<file path="src/hdl/ctls_pkg.sv">
// ============================================================================
// ctls_pkg
// Shared types, codes, keyword table and character helpers for the C-like
// token scanner.
// ============================================================================
package ctls_pkg;

   // Widths and sizes
   localparam int PosBits      = 24;
   localparam int FieldBits    = 24;
   localparam int KindBits     = 6;
   localparam int StateBits    = 5;
   localparam int PrefixBits   = 64;
   localparam int CountBits    = 4;
   localparam int MaxTokens    = 3;
   localparam int GroupBits    = $clog2(MaxTokens + 1);
   localparam int QueueDepth   = 8;
   localparam int QueuePtrBits = $clog2(QueueDepth);
   localparam int NumKeywords  = 18;
   localparam int RspDataBits  = 56;
   localparam int RspPadBits   = RspDataBits - KindBits - 2 * FieldBits;

   localparam logic [CountBits-1:0] PrefixBytes   = 4'd8;
   localparam logic [CountBits-1:0] IdentCountMax = 4'd9;

   // Scanner states
   localparam logic [StateBits-1:0] StStart     = 5'd0;
   localparam logic [StateBits-1:0] StIdent     = 5'd1;
   localparam logic [StateBits-1:0] StNumber    = 5'd2;
   localparam logic [StateBits-1:0] StString    = 5'd3;
   localparam logic [StateBits-1:0] StEscape    = 5'd4;
   localparam logic [StateBits-1:0] StPlus      = 5'd5;
   localparam logic [StateBits-1:0] StMinus     = 5'd6;
   localparam logic [StateBits-1:0] StLess      = 5'd7;
   localparam logic [StateBits-1:0] StGreater   = 5'd8;
   localparam logic [StateBits-1:0] StEqual     = 5'd9;
   localparam logic [StateBits-1:0] StBang      = 5'd10;
   localparam logic [StateBits-1:0] StAmp       = 5'd11;
   localparam logic [StateBits-1:0] StBar       = 5'd12;
   localparam logic [StateBits-1:0] StDot       = 5'd13;
   localparam logic [StateBits-1:0] StDot2      = 5'd14;
   localparam logic [StateBits-1:0] StSlash     = 5'd15;
   localparam logic [StateBits-1:0] StLineCmt   = 5'd16;
   localparam logic [StateBits-1:0] StBlockCmt  = 5'd17;
   localparam logic [StateBits-1:0] StBlockStar = 5'd18;

   // Token kinds
   localparam logic [KindBits-1:0] KNumber   = 6'd0;
   localparam logic [KindBits-1:0] KIdent    = 6'd1;
   localparam logic [KindBits-1:0] KString   = 6'd2;
   localparam logic [KindBits-1:0] KPlus     = 6'd3;
   localparam logic [KindBits-1:0] KPlus2    = 6'd4;
   localparam logic [KindBits-1:0] KMinus    = 6'd5;
   localparam logic [KindBits-1:0] KMinus2   = 6'd6;
   localparam logic [KindBits-1:0] KArrow    = 6'd7;
   localparam logic [KindBits-1:0] KLt       = 6'd8;
   localparam logic [KindBits-1:0] KLe       = 6'd9;
   localparam logic [KindBits-1:0] KShl      = 6'd10;
   localparam logic [KindBits-1:0] KGt       = 6'd11;
   localparam logic [KindBits-1:0] KGe       = 6'd12;
   localparam logic [KindBits-1:0] KShr      = 6'd13;
   localparam logic [KindBits-1:0] KAssign   = 6'd14;
   localparam logic [KindBits-1:0] KEq       = 6'd15;
   localparam logic [KindBits-1:0] KNot      = 6'd16;
   localparam logic [KindBits-1:0] KNe       = 6'd17;
   localparam logic [KindBits-1:0] KAnd      = 6'd18;
   localparam logic [KindBits-1:0] KLand     = 6'd19;
   localparam logic [KindBits-1:0] KOr       = 6'd20;
   localparam logic [KindBits-1:0] KLor      = 6'd21;
   localparam logic [KindBits-1:0] KDot      = 6'd22;
   localparam logic [KindBits-1:0] KEllipsis = 6'd23;
   localparam logic [KindBits-1:0] KDiv      = 6'd24;
   localparam logic [KindBits-1:0] KLparen   = 6'd25;
   localparam logic [KindBits-1:0] KRparen   = 6'd26;
   localparam logic [KindBits-1:0] KLbracket = 6'd27;
   localparam logic [KindBits-1:0] KRbracket = 6'd28;
   localparam logic [KindBits-1:0] KLbrace   = 6'd29;
   localparam logic [KindBits-1:0] KRbrace   = 6'd30;
   localparam logic [KindBits-1:0] KColon    = 6'd31;
   localparam logic [KindBits-1:0] KSemi     = 6'd32;
   localparam logic [KindBits-1:0] KComma    = 6'd33;
   localparam logic [KindBits-1:0] KTilde    = 6'd34;
   localparam logic [KindBits-1:0] KXor      = 6'd35;
   localparam logic [KindBits-1:0] KStar     = 6'd36;
   localparam logic [KindBits-1:0] KPercent  = 6'd37;
   localparam logic [KindBits-1:0] KKeyword0 = 6'd38;
   localparam logic [KindBits-1:0] KEof      = 6'd56;
   localparam logic [KindBits-1:0] KError    = 6'd57;

   // Keyword text, first character in the low byte, zero padded
   localparam logic [PrefixBits-1:0] KeywordText [NumKeywords] = '{
      64'h0000_006b_6165_7262,   // break
      64'h0000_0000_6573_6163,   // case
      64'h0000_0000_7473_6163,   // cast
      64'h0000_0000_7261_6863,   // char
      64'h6575_6e69_746e_6f63,   // continue
      64'h0074_6c75_6166_6564,   // default
      64'h0000_0000_0000_6f64,   // do
      64'h0000_656c_6275_6f64,   // double
      64'h0000_0000_6573_6c65,   // else
      64'h0000_0000_0072_6f66,   // for
      64'h0000_0000_0000_6669,   // if
      64'h0000_0000_0074_6e69,   // int
      64'h0000_6e72_7574_6572,   // return
      64'h0000_7463_7572_7473,   // struct
      64'h0000_6863_7469_7773,   // switch
      64'h0066_6564_6570_7974,   // typedef
      64'h0000_0000_6469_6f76,   // void
      64'h0000_0065_6c69_6877    // while
   };

   localparam logic [CountBits-1:0] KeywordLen [NumKeywords] = '{
      4'd5, 4'd4, 4'd4, 4'd4, 4'd8, 4'd7, 4'd2, 4'd6, 4'd4,
      4'd3, 4'd2, 4'd3, 4'd6, 4'd6, 4'd6, 4'd7, 4'd4, 4'd5
   };

   // One result token
   typedef struct packed {
      logic [KindBits-1:0]  kind;
      logic [FieldBits-1:0] offset;
      logic [FieldBits-1:0] length;
      logic                 last;
   } token_type;

   // Tokens produced by one source byte, compacted into the low slots
   typedef struct packed {
      logic [GroupBits-1:0]            count;
      token_type [MaxTokens-1:0]       slot;
   } token_group_type;

   // Outcome of scanning a byte from the start state
   typedef struct packed {
      logic [StateBits-1:0] state;
      logic                 done;
      logic [KindBits-1:0]  kind;
      logic                 restart;
   } start_step_type;

   function automatic logic is_alpha(input logic [7:0] c);
      return (c >= "a" && c <= "z") || (c >= "A" && c <= "Z") || c == "_";
   endfunction

   function automatic logic is_digit(input logic [7:0] c);
      return c >= "0" && c <= "9";
   endfunction

   function automatic logic is_space(input logic [7:0] c);
      return c == 8'h20 || c == 8'h09 || c == 8'h0A || c == 8'h0D;
   endfunction

   function automatic logic [FieldBits-1:0] sat_inc(input logic [FieldBits-1:0] v);
      return (v == '1) ? v : v + 1'b1;
   endfunction

   // Single-character punctuators; anything else is a stray byte
   function automatic logic [KindBits-1:0] single_kind(input logic [7:0] c);
      logic [KindBits-1:0] k;
      unique case (c)
         "(":     k = KLparen;
         ")":     k = KRparen;
         "[":     k = KLbracket;
         "]":     k = KRbracket;
         "{":     k = KLbrace;
         "}":     k = KRbrace;
         ":":     k = KColon;
         ";":     k = KSemi;
         ",":     k = KComma;
         "~":     k = KTilde;
         "^":     k = KXor;
         "*":     k = KStar;
         "%":     k = KPercent;
         default: k = KError;
      endcase
      return k;
   endfunction

   // Start-state transition for one byte
   function automatic start_step_type start_step(input logic [7:0] c);
      start_step_type s;
      s.state   = StStart;
      s.done    = 1'b0;
      s.kind    = KError;
      s.restart = 1'b0;
      priority if (is_space(c)) s.restart = 1'b1;
      else if (is_alpha(c)) s.state = StIdent;
      else if (is_digit(c)) s.state = StNumber;
      else if (c == "\"")   s.state = StString;
      else if (c == "+")    s.state = StPlus;
      else if (c == "-")    s.state = StMinus;
      else if (c == "<")    s.state = StLess;
      else if (c == ">")    s.state = StGreater;
      else if (c == "=")    s.state = StEqual;
      else if (c == "!")    s.state = StBang;
      else if (c == "&")    s.state = StAmp;
      else if (c == "|")    s.state = StBar;
      else if (c == ".")    s.state = StDot;
      else if (c == "/")    s.state = StSlash;
      else begin
         s.done    = 1'b1;
         s.kind    = single_kind(c);
         s.restart = 1'b1;
      end
      return s;
   endfunction

   // Identifier or keyword; unused prefix bytes are always zero
   function automatic logic [KindBits-1:0] keyword_kind(
      input logic [PrefixBits-1:0] prefix,
      input logic [CountBits-1:0]  count
   );
      logic [KindBits-1:0] k;
      k = KIdent;
      for (int i = 0; i < NumKeywords; i++) begin
         if (count == KeywordLen[i] && prefix == KeywordText[i])
            k = KKeyword0 + KindBits'(i);
      end
      return k;
   endfunction

endpackage

</file>
<file path="src/hdl/ctls_scan_core.sv">
// ============================================================================
// ctls_scan_core
// Scanner state registers and the single-pass next-state and token logic.
// A byte that ends a pending token is rescanned from the start state in
// the same cycle; end of text flushes the pending token and adds EOF.
// ============================================================================
module ctls_scan_core (
   input  logic                      clock,
   input  logic                      reset,
   input  logic                      fire,       // byte is consumed this cycle
   input  logic [7:0]                src_byte,
   input  logic                      src_last,
   output ctls_pkg::token_group_type group
);

   logic [ctls_pkg::StateBits-1:0]  state_ff, state_in, st_a;
   logic [ctls_pkg::PosBits-1:0]    pos_ff, pos_in, pos_next;
   logic [ctls_pkg::PosBits-1:0]    start_ff, start_in, start_mid, start_b;
   logic [ctls_pkg::FieldBits-1:0]  span_ff, span_in, span_mid, span_b;
   logic [ctls_pkg::PrefixBits-1:0] prefix_ff, prefix_in, prefix_a;
   logic [ctls_pkg::CountBits-1:0]  count_ff, count_in, count_a;

   ctls_pkg::start_step_type        s;
   logic                            restart, done1, prev1, close1, run_start;
   logic [ctls_pkg::KindBits-1:0]   kind1, end_kind;
   ctls_pkg::token_type             cand [4];
   logic [3:0]                      cand_valid;
   logic [ctls_pkg::GroupBits-1:0]  n;

   assign s        = ctls_pkg::start_step(src_byte);
   assign pos_next = pos_ff + 1'b1;

   // First pass from the current state, second pass from start on a rescan
   always_comb begin
      st_a      = state_ff;
      restart   = 1'b0;
      done1     = 1'b0;
      prev1     = 1'b0;
      close1    = 1'b0;
      run_start = 1'b0;
      kind1     = ctls_pkg::KError;
      prefix_a  = prefix_ff;
      count_a   = count_ff;

      unique case (state_ff)
         ctls_pkg::StIdent: begin
            if (ctls_pkg::is_alpha(src_byte) || ctls_pkg::is_digit(src_byte)) begin
               if (count_ff < ctls_pkg::PrefixBytes)
                  prefix_a[{count_ff[2:0], 3'b000} +: 8] = src_byte;
               if (count_ff < ctls_pkg::IdentCountMax)
                  count_a = count_ff + 1'b1;
            end else begin
               prev1 = 1'b1;
               kind1 = ctls_pkg::keyword_kind(prefix_ff, count_ff);
            end
         end
         ctls_pkg::StNumber: begin
            if (!ctls_pkg::is_digit(src_byte)) begin
               prev1 = 1'b1;
               kind1 = ctls_pkg::KNumber;
            end
         end
         ctls_pkg::StString: begin
            if (src_byte == "\"") begin
               close1  = 1'b1;
               st_a    = ctls_pkg::StStart;
               restart = 1'b1;
            end else if (src_byte == "\\") begin
               st_a = ctls_pkg::StEscape;
            end
         end
         ctls_pkg::StEscape: begin
            if (src_byte == "n" || src_byte == "t" || src_byte == "r" ||
                src_byte == "~" || src_byte == "\"" || src_byte == "\\") begin
               st_a = ctls_pkg::StString;
            end else begin
               prev1 = 1'b1;
               kind1 = ctls_pkg::KError;
            end
         end
         ctls_pkg::StPlus: begin
            done1 = (src_byte == "+");
            prev1 = !done1;
            kind1 = done1 ? ctls_pkg::KPlus2 : ctls_pkg::KPlus;
         end
         ctls_pkg::StMinus: begin
            priority if (src_byte == "-") begin
               done1 = 1'b1;
               kind1 = ctls_pkg::KMinus2;
            end else if (src_byte == ">") begin
               done1 = 1'b1;
               kind1 = ctls_pkg::KArrow;
            end else begin
               prev1 = 1'b1;
               kind1 = ctls_pkg::KMinus;
            end
         end
         ctls_pkg::StLess: begin
            priority if (src_byte == "<") begin
               done1 = 1'b1;
               kind1 = ctls_pkg::KShl;
            end else if (src_byte == "=") begin
               done1 = 1'b1;
               kind1 = ctls_pkg::KLe;
            end else begin
               prev1 = 1'b1;
               kind1 = ctls_pkg::KLt;
            end
         end
         ctls_pkg::StGreater: begin
            priority if (src_byte == ">") begin
               done1 = 1'b1;
               kind1 = ctls_pkg::KShr;
            end else if (src_byte == "=") begin
               done1 = 1'b1;
               kind1 = ctls_pkg::KGe;
            end else begin
               prev1 = 1'b1;
               kind1 = ctls_pkg::KGt;
            end
         end
         ctls_pkg::StEqual: begin
            done1 = (src_byte == "=");
            prev1 = !done1;
            kind1 = done1 ? ctls_pkg::KEq : ctls_pkg::KAssign;
         end
         ctls_pkg::StBang: begin
            done1 = (src_byte == "=");
            prev1 = !done1;
            kind1 = done1 ? ctls_pkg::KNe : ctls_pkg::KNot;
         end
         ctls_pkg::StAmp: begin
            done1 = (src_byte == "&");
            prev1 = !done1;
            kind1 = done1 ? ctls_pkg::KLand : ctls_pkg::KAnd;
         end
         ctls_pkg::StBar: begin
            done1 = (src_byte == "|");
            prev1 = !done1;
            kind1 = done1 ? ctls_pkg::KLor : ctls_pkg::KOr;
         end
         ctls_pkg::StDot: begin
            if (src_byte == ".") begin
               st_a = ctls_pkg::StDot2;
            end else begin
               prev1 = 1'b1;
               kind1 = ctls_pkg::KDot;
            end
         end
         ctls_pkg::StDot2: begin
            done1 = (src_byte == ".");
            prev1 = !done1;
            kind1 = done1 ? ctls_pkg::KEllipsis : ctls_pkg::KError;
         end
         ctls_pkg::StSlash: begin
            priority if (src_byte == "/") begin
               st_a    = ctls_pkg::StLineCmt;
               restart = 1'b1;
            end else if (src_byte == "*") begin
               st_a    = ctls_pkg::StBlockCmt;
               restart = 1'b1;
            end else begin
               prev1 = 1'b1;
               kind1 = ctls_pkg::KDiv;
            end
         end
         ctls_pkg::StLineCmt: begin
            if (src_byte == 8'h0A) begin
               st_a    = ctls_pkg::StStart;
               restart = 1'b1;
            end
         end
         ctls_pkg::StBlockCmt: begin
            if (src_byte == "*")
               st_a = ctls_pkg::StBlockStar;
         end
         ctls_pkg::StBlockStar: begin
            priority if (src_byte == "/") begin
               st_a    = ctls_pkg::StStart;
               restart = 1'b1;
            end else if (src_byte != "*") begin
               st_a = ctls_pkg::StBlockCmt;
            end
         end
         default: run_start = 1'b1;   // start state
      endcase

      if (done1) begin
         st_a    = ctls_pkg::StStart;
         restart = 1'b1;
      end

      // rescan from start after a pending token closed
      if (prev1 || run_start) begin
         st_a    = s.state;
         restart = restart | s.restart;
         if (s.state == ctls_pkg::StIdent) begin
            prefix_a = {{(ctls_pkg::PrefixBits - 8){1'b0}}, src_byte};
            count_a  = 4'd1;
         end
      end
   end

   // Token start and span after this byte
   always_comb begin
      start_mid = prev1 ? pos_ff : start_ff;
      span_mid  = prev1 ? '0 : span_ff;
      if (restart) begin
         start_b = pos_next;
         span_b  = '0;
      end else begin
         start_b = start_mid;
         span_b  = ctls_pkg::sat_inc(span_mid);
      end
   end

   // Token flushed at end of text
   always_comb begin
      unique case (st_a)
         ctls_pkg::StStart:   end_kind = ctls_pkg::KEof;
         ctls_pkg::StIdent:   end_kind = ctls_pkg::keyword_kind(prefix_a, count_a);
         ctls_pkg::StNumber:  end_kind = ctls_pkg::KNumber;
         ctls_pkg::StPlus:    end_kind = ctls_pkg::KPlus;
         ctls_pkg::StMinus:   end_kind = ctls_pkg::KMinus;
         ctls_pkg::StLess:    end_kind = ctls_pkg::KLt;
         ctls_pkg::StGreater: end_kind = ctls_pkg::KGt;
         ctls_pkg::StEqual:   end_kind = ctls_pkg::KAssign;
         ctls_pkg::StBang:    end_kind = ctls_pkg::KNot;
         ctls_pkg::StAmp:     end_kind = ctls_pkg::KAnd;
         ctls_pkg::StBar:     end_kind = ctls_pkg::KOr;
         ctls_pkg::StDot:     end_kind = ctls_pkg::KDot;
         ctls_pkg::StSlash:   end_kind = ctls_pkg::KDiv;
         ctls_pkg::StLineCmt: end_kind = ctls_pkg::KEof;
         default:             end_kind = ctls_pkg::KError;
      endcase
   end

   // Candidate tokens in emission order
   always_comb begin
      cand_valid[0] = close1 || done1 || prev1;
      cand[0].kind   = close1 ? ctls_pkg::KString : kind1;
      cand[0].offset = ctls_pkg::FieldBits'(start_ff);
      cand[0].length = done1 ? ctls_pkg::sat_inc(span_ff) : span_ff;
      cand[0].last   = 1'b0;

      // start-state single-byte token: starts at this byte, one byte long
      cand_valid[1] = (prev1 || run_start) && s.done;
      cand[1].kind   = s.kind;
      cand[1].offset = ctls_pkg::FieldBits'(pos_ff);
      cand[1].length = ctls_pkg::FieldBits'(1);
      cand[1].last   = 1'b0;

      cand_valid[2] = src_last;
      cand[2].kind   = end_kind;
      cand[2].offset = ctls_pkg::FieldBits'(start_b);
      cand[2].length = span_b;
      cand[2].last   = 1'b0;

      cand_valid[3] = src_last && (end_kind != ctls_pkg::KEof);
      cand[3].kind   = ctls_pkg::KEof;
      cand[3].offset = ctls_pkg::FieldBits'(pos_next);
      cand[3].length = '0;
      cand[3].last   = 1'b0;
   end

   // Compact into slots, flag the final one
   always_comb begin
      group = '0;
      n     = '0;
      for (int i = 0; i < 4; i++) begin
         if (cand_valid[i] && n < ctls_pkg::GroupBits'(ctls_pkg::MaxTokens)) begin
            group.slot[n] = cand[i];
            n = n + 1'b1;
         end
      end
      if (n != '0)
         group.slot[n - 1'b1].last = 1'b1;
      group.count = fire ? n : '0;
   end

   // Next state
   always_comb begin
      state_in  = state_ff;
      pos_in    = pos_ff;
      start_in  = start_ff;
      span_in   = span_ff;
      prefix_in = prefix_ff;
      count_in  = count_ff;
      if (fire) begin
         pos_in = pos_next;
         if (src_last) begin
            state_in  = ctls_pkg::StStart;
            start_in  = pos_next;
            span_in   = '0;
            prefix_in = '0;
            count_in  = '0;
         end else begin
            state_in  = st_a;
            start_in  = start_b;
            span_in   = span_b;
            prefix_in = prefix_a;
            count_in  = count_a;
         end
      end
   end

   always_ff @(posedge clock) begin
      if (reset) begin
         state_ff  <= ctls_pkg::StStart;
         pos_ff    <= '0;
         start_ff  <= '0;
         span_ff   <= '0;
         prefix_ff <= '0;
         count_ff  <= '0;
      end else begin
         state_ff  <= state_in;
         pos_ff    <= pos_in;
         start_ff  <= start_in;
         span_ff   <= span_in;
         prefix_ff <= prefix_in;
         count_ff  <= count_in;
      end
   end

   // In the start state no token is open: start sits at the current byte
   a_start_idle: assert property (@(posedge clock) disable iff (reset)
      state_ff == ctls_pkg::StStart |-> start_ff == pos_ff && span_ff == '0)
      else $error("token start drifted while idle in start state");

   a_end_flush: assert property (@(posedge clock) disable iff (reset)
      fire && src_last |=> state_ff == ctls_pkg::StStart && count_ff == '0)
      else $error("scanner not back in start state after end of text");

   a_state_legal: assert property (@(posedge clock) disable iff (reset)
      state_ff <= ctls_pkg::StBlockStar)
      else $error("scanner state out of range");

endmodule

</file>
<file path="src/hdl/ctls_result_queue.sv">
// ============================================================================
// ctls_result_queue
// Small token queue: takes up to three tokens per cycle, hands out one when out_ready.
// The head entry drives the result channel straight from a register.
// ============================================================================
module ctls_result_queue (
   input  logic                      clock,
   input  logic                      reset,
   input  ctls_pkg::token_group_type push,
   output logic                      room,    // space for a full group
   output logic                      out_valid,
   input  logic                      out_ready,
   output ctls_pkg::token_type       out_token
);

   ctls_pkg::token_type                entry_ff [ctls_pkg::QueueDepth];
   ctls_pkg::token_type                entry_in [ctls_pkg::QueueDepth];
   logic [ctls_pkg::QueuePtrBits-1:0]  wr_ptr_ff, wr_ptr_in, rd_ptr_ff, rd_ptr_in;
   logic [ctls_pkg::QueuePtrBits:0]    fill_ff, fill_in;
   logic                               pop;

   assign out_valid = (fill_ff != '0);
   assign out_token = entry_ff[rd_ptr_ff];
   assign pop       = out_valid && out_ready;
   assign room      = fill_ff <= (ctls_pkg::QueuePtrBits + 1)'(
                         ctls_pkg::QueueDepth - ctls_pkg::MaxTokens);

   // Write the pushed slots at consecutive entries
   always_comb begin
      entry_in = entry_ff;
      for (int i = 0; i < ctls_pkg::MaxTokens; i++) begin
         if (ctls_pkg::GroupBits'(i) < push.count)
            entry_in[wr_ptr_ff + ctls_pkg::QueuePtrBits'(i)] = push.slot[i];
      end
   end

   // Pointers and fill level
   always_comb begin
      wr_ptr_in = wr_ptr_ff + ctls_pkg::QueuePtrBits'(push.count);
      rd_ptr_in = rd_ptr_ff + ctls_pkg::QueuePtrBits'(pop);
      fill_in   = fill_ff + (ctls_pkg::QueuePtrBits + 1)'(push.count)
                  - (ctls_pkg::QueuePtrBits + 1)'(pop);
   end

   always_ff @(posedge clock) begin
      entry_ff <= entry_in;
   end

   always_ff @(posedge clock) begin
      if (reset) begin
         wr_ptr_ff <= '0;
         rd_ptr_ff <= '0;
         fill_ff   <= '0;
      end else begin
         wr_ptr_ff <= wr_ptr_in;
         rd_ptr_ff <= rd_ptr_in;
         fill_ff   <= fill_in;
      end
   end

   // The scanner only fires when a full group fits
   a_no_overflow: assert property (@(posedge clock) disable iff (reset)
      push.count != '0 |-> room)
      else $error("token group pushed without room");

   a_fill_bound: assert property (@(posedge clock) disable iff (reset)
      fill_ff <= (ctls_pkg::QueuePtrBits + 1)'(ctls_pkg::QueueDepth))
      else $error("queue fill level out of range");

endmodule

</file>
<file path="src/hdl/c_like_token_scanner_unit.sv">
// ============================================================================
// c_like_token_scanner_unit
// Bytes are registered at the input, their tokens in the queue, before rsp_.
// Throughput: one source byte per cycle while the queue has room; tokens
// leave one per cycle when rsp_tready is high, so a byte giving two or three
// tokens fills the 8-entry token queue; input stalls while it holds over five.
// Reset: synchronous, active high; scanner returns to start, positions to 0.
// ============================================================================
module c_like_token_scanner_unit (
   input  logic                              clock,
   input  logic                              reset,

   input  logic                              req_tvalid,
   output logic                              req_tready,
   input  logic [7:0]                        req_tdata,   // [7:0] source_byte
   input  logic                              req_tlast,   // end_of_source

   output logic                              rsp_tvalid,
   input  logic                              rsp_tready,
   // [5:0] token_kind, [29:6] token_offset, [53:30] token_length, [55:54] zero
   output logic [ctls_pkg::RspDataBits-1:0]  rsp_tdata,
   output logic                              rsp_tlast    // run_last
);

   logic                      in_valid_ff, in_valid_in;
   logic [7:0]                in_byte_ff, in_byte_in;
   logic                      in_last_ff, in_last_in;
   logic                      take, consume, room;
   ctls_pkg::token_group_type group;
   ctls_pkg::token_type       head;

   // Input register: refilled on the cycle it is consumed
   assign consume    = in_valid_ff && room;
   assign req_tready = !in_valid_ff || consume;
   assign take       = req_tvalid && req_tready;

   always_comb begin
      in_valid_in = take || (in_valid_ff && !consume);
      in_byte_in  = take ? req_tdata : in_byte_ff;
      in_last_in  = take ? req_tlast : in_last_ff;
   end

   always_ff @(posedge clock) begin
      if (reset) begin
         in_valid_ff <= 1'b0;
      end else begin
         in_valid_ff <= in_valid_in;
      end
   end

   always_ff @(posedge clock) begin
      in_byte_ff <= in_byte_in;
      in_last_ff <= in_last_in;
   end

   ctls_scan_core u_core (
      .clock    (clock),
      .reset    (reset),
      .fire     (consume),
      .src_byte (in_byte_ff),
      .src_last (in_last_ff),
      .group    (group)
   );

   ctls_result_queue u_queue (
      .clock     (clock),
      .reset     (reset),
      .push      (group),
      .room      (room),
      .out_valid (rsp_tvalid),
      .out_ready (rsp_tready),
      .out_token (head)
   );

   // Result transfer payload
   assign rsp_tdata = {{ctls_pkg::RspPadBits{1'b0}}, head.length, head.offset, head.kind};
   assign rsp_tlast = head.last;

endmodule
</file>
<file path="config.mk">
export PLATFORM = sky130hd
export DESIGN_NAME = c_like_token_scanner_unit
export DESIGN_NICKNAME = d
export VERILOG_FILES = /design/src/hdl/ctls_pkg.sv /design/src/hdl/ctls_scan_core.sv /design/src/hdl/ctls_result_queue.sv /design/src/hdl/c_like_token_scanner_unit.sv
export SDC_FILE = /design/constraint.sdc
export NUM_CORES = 2
export LEC_CHECK = 0
export BUFFER_PORTS_ARGS = -buffer_cell sky130_fd_sc_hd__buf_2
export CORE_UTILIZATION = 40
export CTS_BUF_LIST = sky130_fd_sc_hd__clkbuf_8
export CTS_CLUSTER_DIAMETER = 150
export CTS_CLUSTER_SIZE = 16
export DETAILED_ROUTE_END_ITERATION = 16
export PLACE_DENSITY = 0.54
export SYNTH_ARGS = -nofsm -noshare
export SYNTH_HDL_FRONTEND = slang
export SYNTH_HIERARCHICAL = 1
export SYNTH_SLANG_ARGS = --single-unit
</file>
<file path="constraint.sdc">
create_clock -name clock -period 5.9 [get_ports clock]
set_input_delay 0.885 -clock clock [delete_from_list [all_inputs] [get_ports clock]]
set_output_delay 0.885 -clock clock [all_outputs]
set_load 0.005 [all_outputs]
</file>
==> results.ini <==
[status]
status = finished, final reports clean

[clock_network]
cts_buffers = 44
htreeDepth = 2
cts_num_sinks = 605
ctsRootBufferMaster = clkbuf_8
clockBufferDepth = 3
clk_pin_slew_ps = 120
clk_latency_ps = 790
cts_tree = built

[route]
route.detailed.drc = 0
routed_wl_mm = 219
drt_iter0_markers = 7884
ant_nets = 0
wire_per_inst_um = 33.0
dr.pass1.iters = 7
vias = 47600
viasPerCell = 7.16

[floorplan]
dieWidth_um = 324
ios = 72
core-area_sq_um = 102000
rows = 117
initial_core_util = 0.406
dieArea_sq_um = 105000
die_h_um = 324

[timing]
drv_slew = 0
hold_viol_final = 0
fmax_mhz = 175
period_share = 0.968
finalSetupViolCount = 0
finClkSkew_ps = 80.0
final.min_clock_period_ps = 5710
slew_headroom = 0.0446
tightest_slew_ps = 1420
finalSetupTns_ps = 0
rsz0062_at_grt = false

[setup_path]
required_ps = 6560
worst-path-buf-inv = 5
critPathMaxStageDelay_ps = 760
crit_arrival_ps = 6370
cp.depth = 24
slowest_stage = or4b_2
path_cells = or4b_2 > o22a_1 > nand4_1 > and3_1 > and2_1 > nand3_2 > inv_2 > ha_1 > nand2_1 > and3_2 > nor2_1 > ha_1 > nand2b_1 > a41oi_2 > buf_4 > nand2b_1 > a21oi_2 > buf_6 > or3b_2 > nor2_4 > buf_12 > clkbuf_16 > a221oi_1 > o21ai_0
critPathCaptureType = flip-flop
start_kind = flip-flop
critPathMaxFanout = 18
critPathTopFamily = simple AND/OR/NAND/NOR gates
reg2regPathDepth = 24
crit_type = flip-flop to flip-flop

[power_and_ir_drop]
total_power_w = 0.0135
peakVddDrop_uv = 210
p_leak_nw = 15.6
p_per_area_nw_per_um2 = 294

[global_route]
grt_start_max_net_pins = 72
grt_pass1_vias = 43700
antenna_found_initial = 10
grt-busiest-layer = met1
grt_use_met2 = 0.536
grt_pass1_wl_mm = 310
grt_use_total = 0.398
gr-total-overflow = 0
use_met1 = 0.570
use_met3 = 0.136

[job]
max_cap_violations = 0

[place]
numPortBuffers = 69
globalplace.congestion = 1.02
dpl.hpwl_mm = 140

[yosys]
synth_ff_type = dfxtp_1
syn_inst = 5403
yosysWarnings = 6
ys_ff_latch = 605
synth_edf_count = 9
syn_area_per_cell_sq_um = 7.69
synth_area_sq_um = 41500
yosysUniqueCellTypes = 118
synth_async_sr_flop_share = 0
ys_seq_area_frac = 0.294

[worst_hold_path]
hp-class = input pin to flip-flop
hold_depth = 1

[final_layout]
drive_gt1_frac = 0.150
area_growth_pct = 10.8
nets = 5314

## layout by cell type, fill, tap and decap left out, types with 88 or more instances in the layout
cell type / n
nor2_1: 366
nand3_1: 125
o21ai_1: 109
a221oi_1: 468
and2_1: 88
nor2b_1: 101
a21oi_1: 104
o21ai_0: 928
mux4_2: 110
nand2_1: 677
dfxtp_1: 592
buf_4: 250
## state kept, by name, summed over array words and instances (netlist names)
signal and count:
u_queue/fill_ff 4, u_core/count_ff 4, u_core/start_ff 24, u_core/state_ff 5
in_last_ff 1, in_valid_ff 1, u_queue/entry_ff 440, u_core/prefix_ff 64
in_byte_ff 8, u_queue/wr_ptr_ff 3, u_core/pos_ff 24, u_queue/rd_ptr_ff 3
u_core/span_ff 24
## worst reg2reg max path, stage by stage (launching register included)
cell and delay [ps]:
edfxtp_1 530, or4b_2 760, o22a_1 260, nand4_1 170, and3_1 220, and2_1 170
nand3_2 140, inv_2 90, ha_1 170, nand2_1 100, and3_2 230, nor2_1 150
ha_1 190, nand2b_1 120, a41oi_2 60, buf_4 220, nand2b_1 200, a21oi_2 250
buf_6 190, or3b_2 520, nor2_4 150, buf_12 160, clkbuf_16 250, a221oi_1 70
o21ai_0 220
## worst paths after layout
path	start	endpoint	slack (ps)
worst max-delay path	in_byte_ff[0]	u_queue/entry_ff[368]	190
worst min-delay path	req_tdata[6]	in_byte_ff[6]	270
worst max register to register	in_byte_ff[0]	u_queue/entry_ff[368]	190
worst min register to register	u_core/prefix_ff[61]	u_core/prefix_ff[61]	490
## layout make-up
type                    count  area [sq um]
clock buffers              48           661
repair buffers            412          4070
multi-input cells        4168         27100
inverters                  42           158
clock inverters             4          58.8
well taps                1368          1710
diodes                      4          10.0
flip-flops and latches    605         12200
fillers                 10200         56300
## what timing repair did
action / in CTS / in global routing
endpoints found under the setup margin: 121 / 442
hold buffers: 0 / 0
endpoints found under the hold margin: 0 / 0
pin swaps: 2 / 6
gates resized for setup: 2 / 27
cloned: 0 / 7
buffers inserted: 2 / 17
## where the power goes
part | total [W] | internal (W) | leakage, nW | switching [W]
clock | 0.00239 | 0.000781 | 0.376 | 0.00161
combinational | 0.00525 | 0.00238 | 10.2 | 0.00287
sequential | 0.00588 | 0.00515 | 4.97 | 0.000735
total | 0.0135 | 0.00831 | 15.6 | 0.00521
## synthesized netlist by cell type, types with 15 or more instances
| cell type | number | area (sq um) |
|---|---|---|
| o21ai_0 | 929 | 4650 |
| nand2_1 | 686 | 2570 |
| dfxtp_1 | 596 | 11900 |
| a221oi_1 | 468 | 4100 |
| clkbuf_1 | 400 | 1500 |
| nor2_1 | 382 | 1430 |
| nand3_1 | 132 | 661 |
| buf_2 | 116 | 581 |
| o21ai_1 | 111 | 556 |
| mux4_2 | 110 | 2480 |
| a21oi_1 | 106 | 531 |
| nor2b_1 | 101 | 632 |
| and2_1 | 89 | 557 |
| a22oi_1 | 87 | 653 |
| mux2_2 | 82 | 923 |
| nor3_1 | 79 | 395 |
| nand4_1 | 63 | 394 |
| buf_1 | 53 | 199 |
| xnor2_1 | 47 | 412 |
| xor2_1 | 45 | 394 |
| a211oi_1 | 43 | 323 |
| nor4_1 | 43 | 269 |
| nand2b_1 | 40 | 250 |
| inv_1 | 39 | 146 |
| and3_1 | 35 | 219 |
| or3_1 | 30 | 188 |
| ha_1 | 26 | 325 |
| o211ai_1 | 26 | 195 |
| mux2i_1 | 22 | 220 |
| a31oi_1 | 20 | 125 |
| o31ai_1 | 20 | 150 |
| or2_2 | 19 | 119 |
| buf_4 | 18 | 135 |
| a21o_1 | 17 | 128 |
| o22ai_1 | 16 | 100 |
| and3b_1 | 15 | 131 |
## per-layer routing
layer | routed length [um] | part of all wire | vias up
met5 | 50 | 0.00023 | -
met2 | 85300 | 0.39 | 3863
met1 | 91100 | 0.42 | 23100
met4 | 9690 | 0.044 | 6
met3 | 33100 | 0.15 | 675
li1 | - | - | 20000
## through the flow
stage | instance area, sq um | cells | setup WS [ps] | hold slack [ps] | utilization
after floorplan | 41600 | 5404 | 22.8 | 451 | -
after global placement | 44800 | 6569 | 110 | 467 | 0.438
after detailed placement | 44800 | 6569 | 6.34 | 470 | 0.438
after CTS | 45600 | 6623 | 10.7 | 232 | 0.445
after global routing | 46000 | 6650 | 0.268 | 251 | 0.450
final | 46000 | 6651 | 188 | 272 | 0.450
## cell families (layout without fill, tap and decap cells)
family                   after synthesis  in the layout  synth area share
AO/OA/AOI/OAI                       1997           1997             0.311
flip-flops                           605            605             0.294
adder cells (fa/ha/maj)               29             29           0.00904
multiplexers                         216            216            0.0878
buffers and inverters                633            506            0.0629
XOR/XNOR                              94             94            0.0202
AND/OR/NAND/NOR                     1828           1830             0.215
other                                  1              6         0.0000903
No activity file was read; power rests on OpenSTA's default activity.
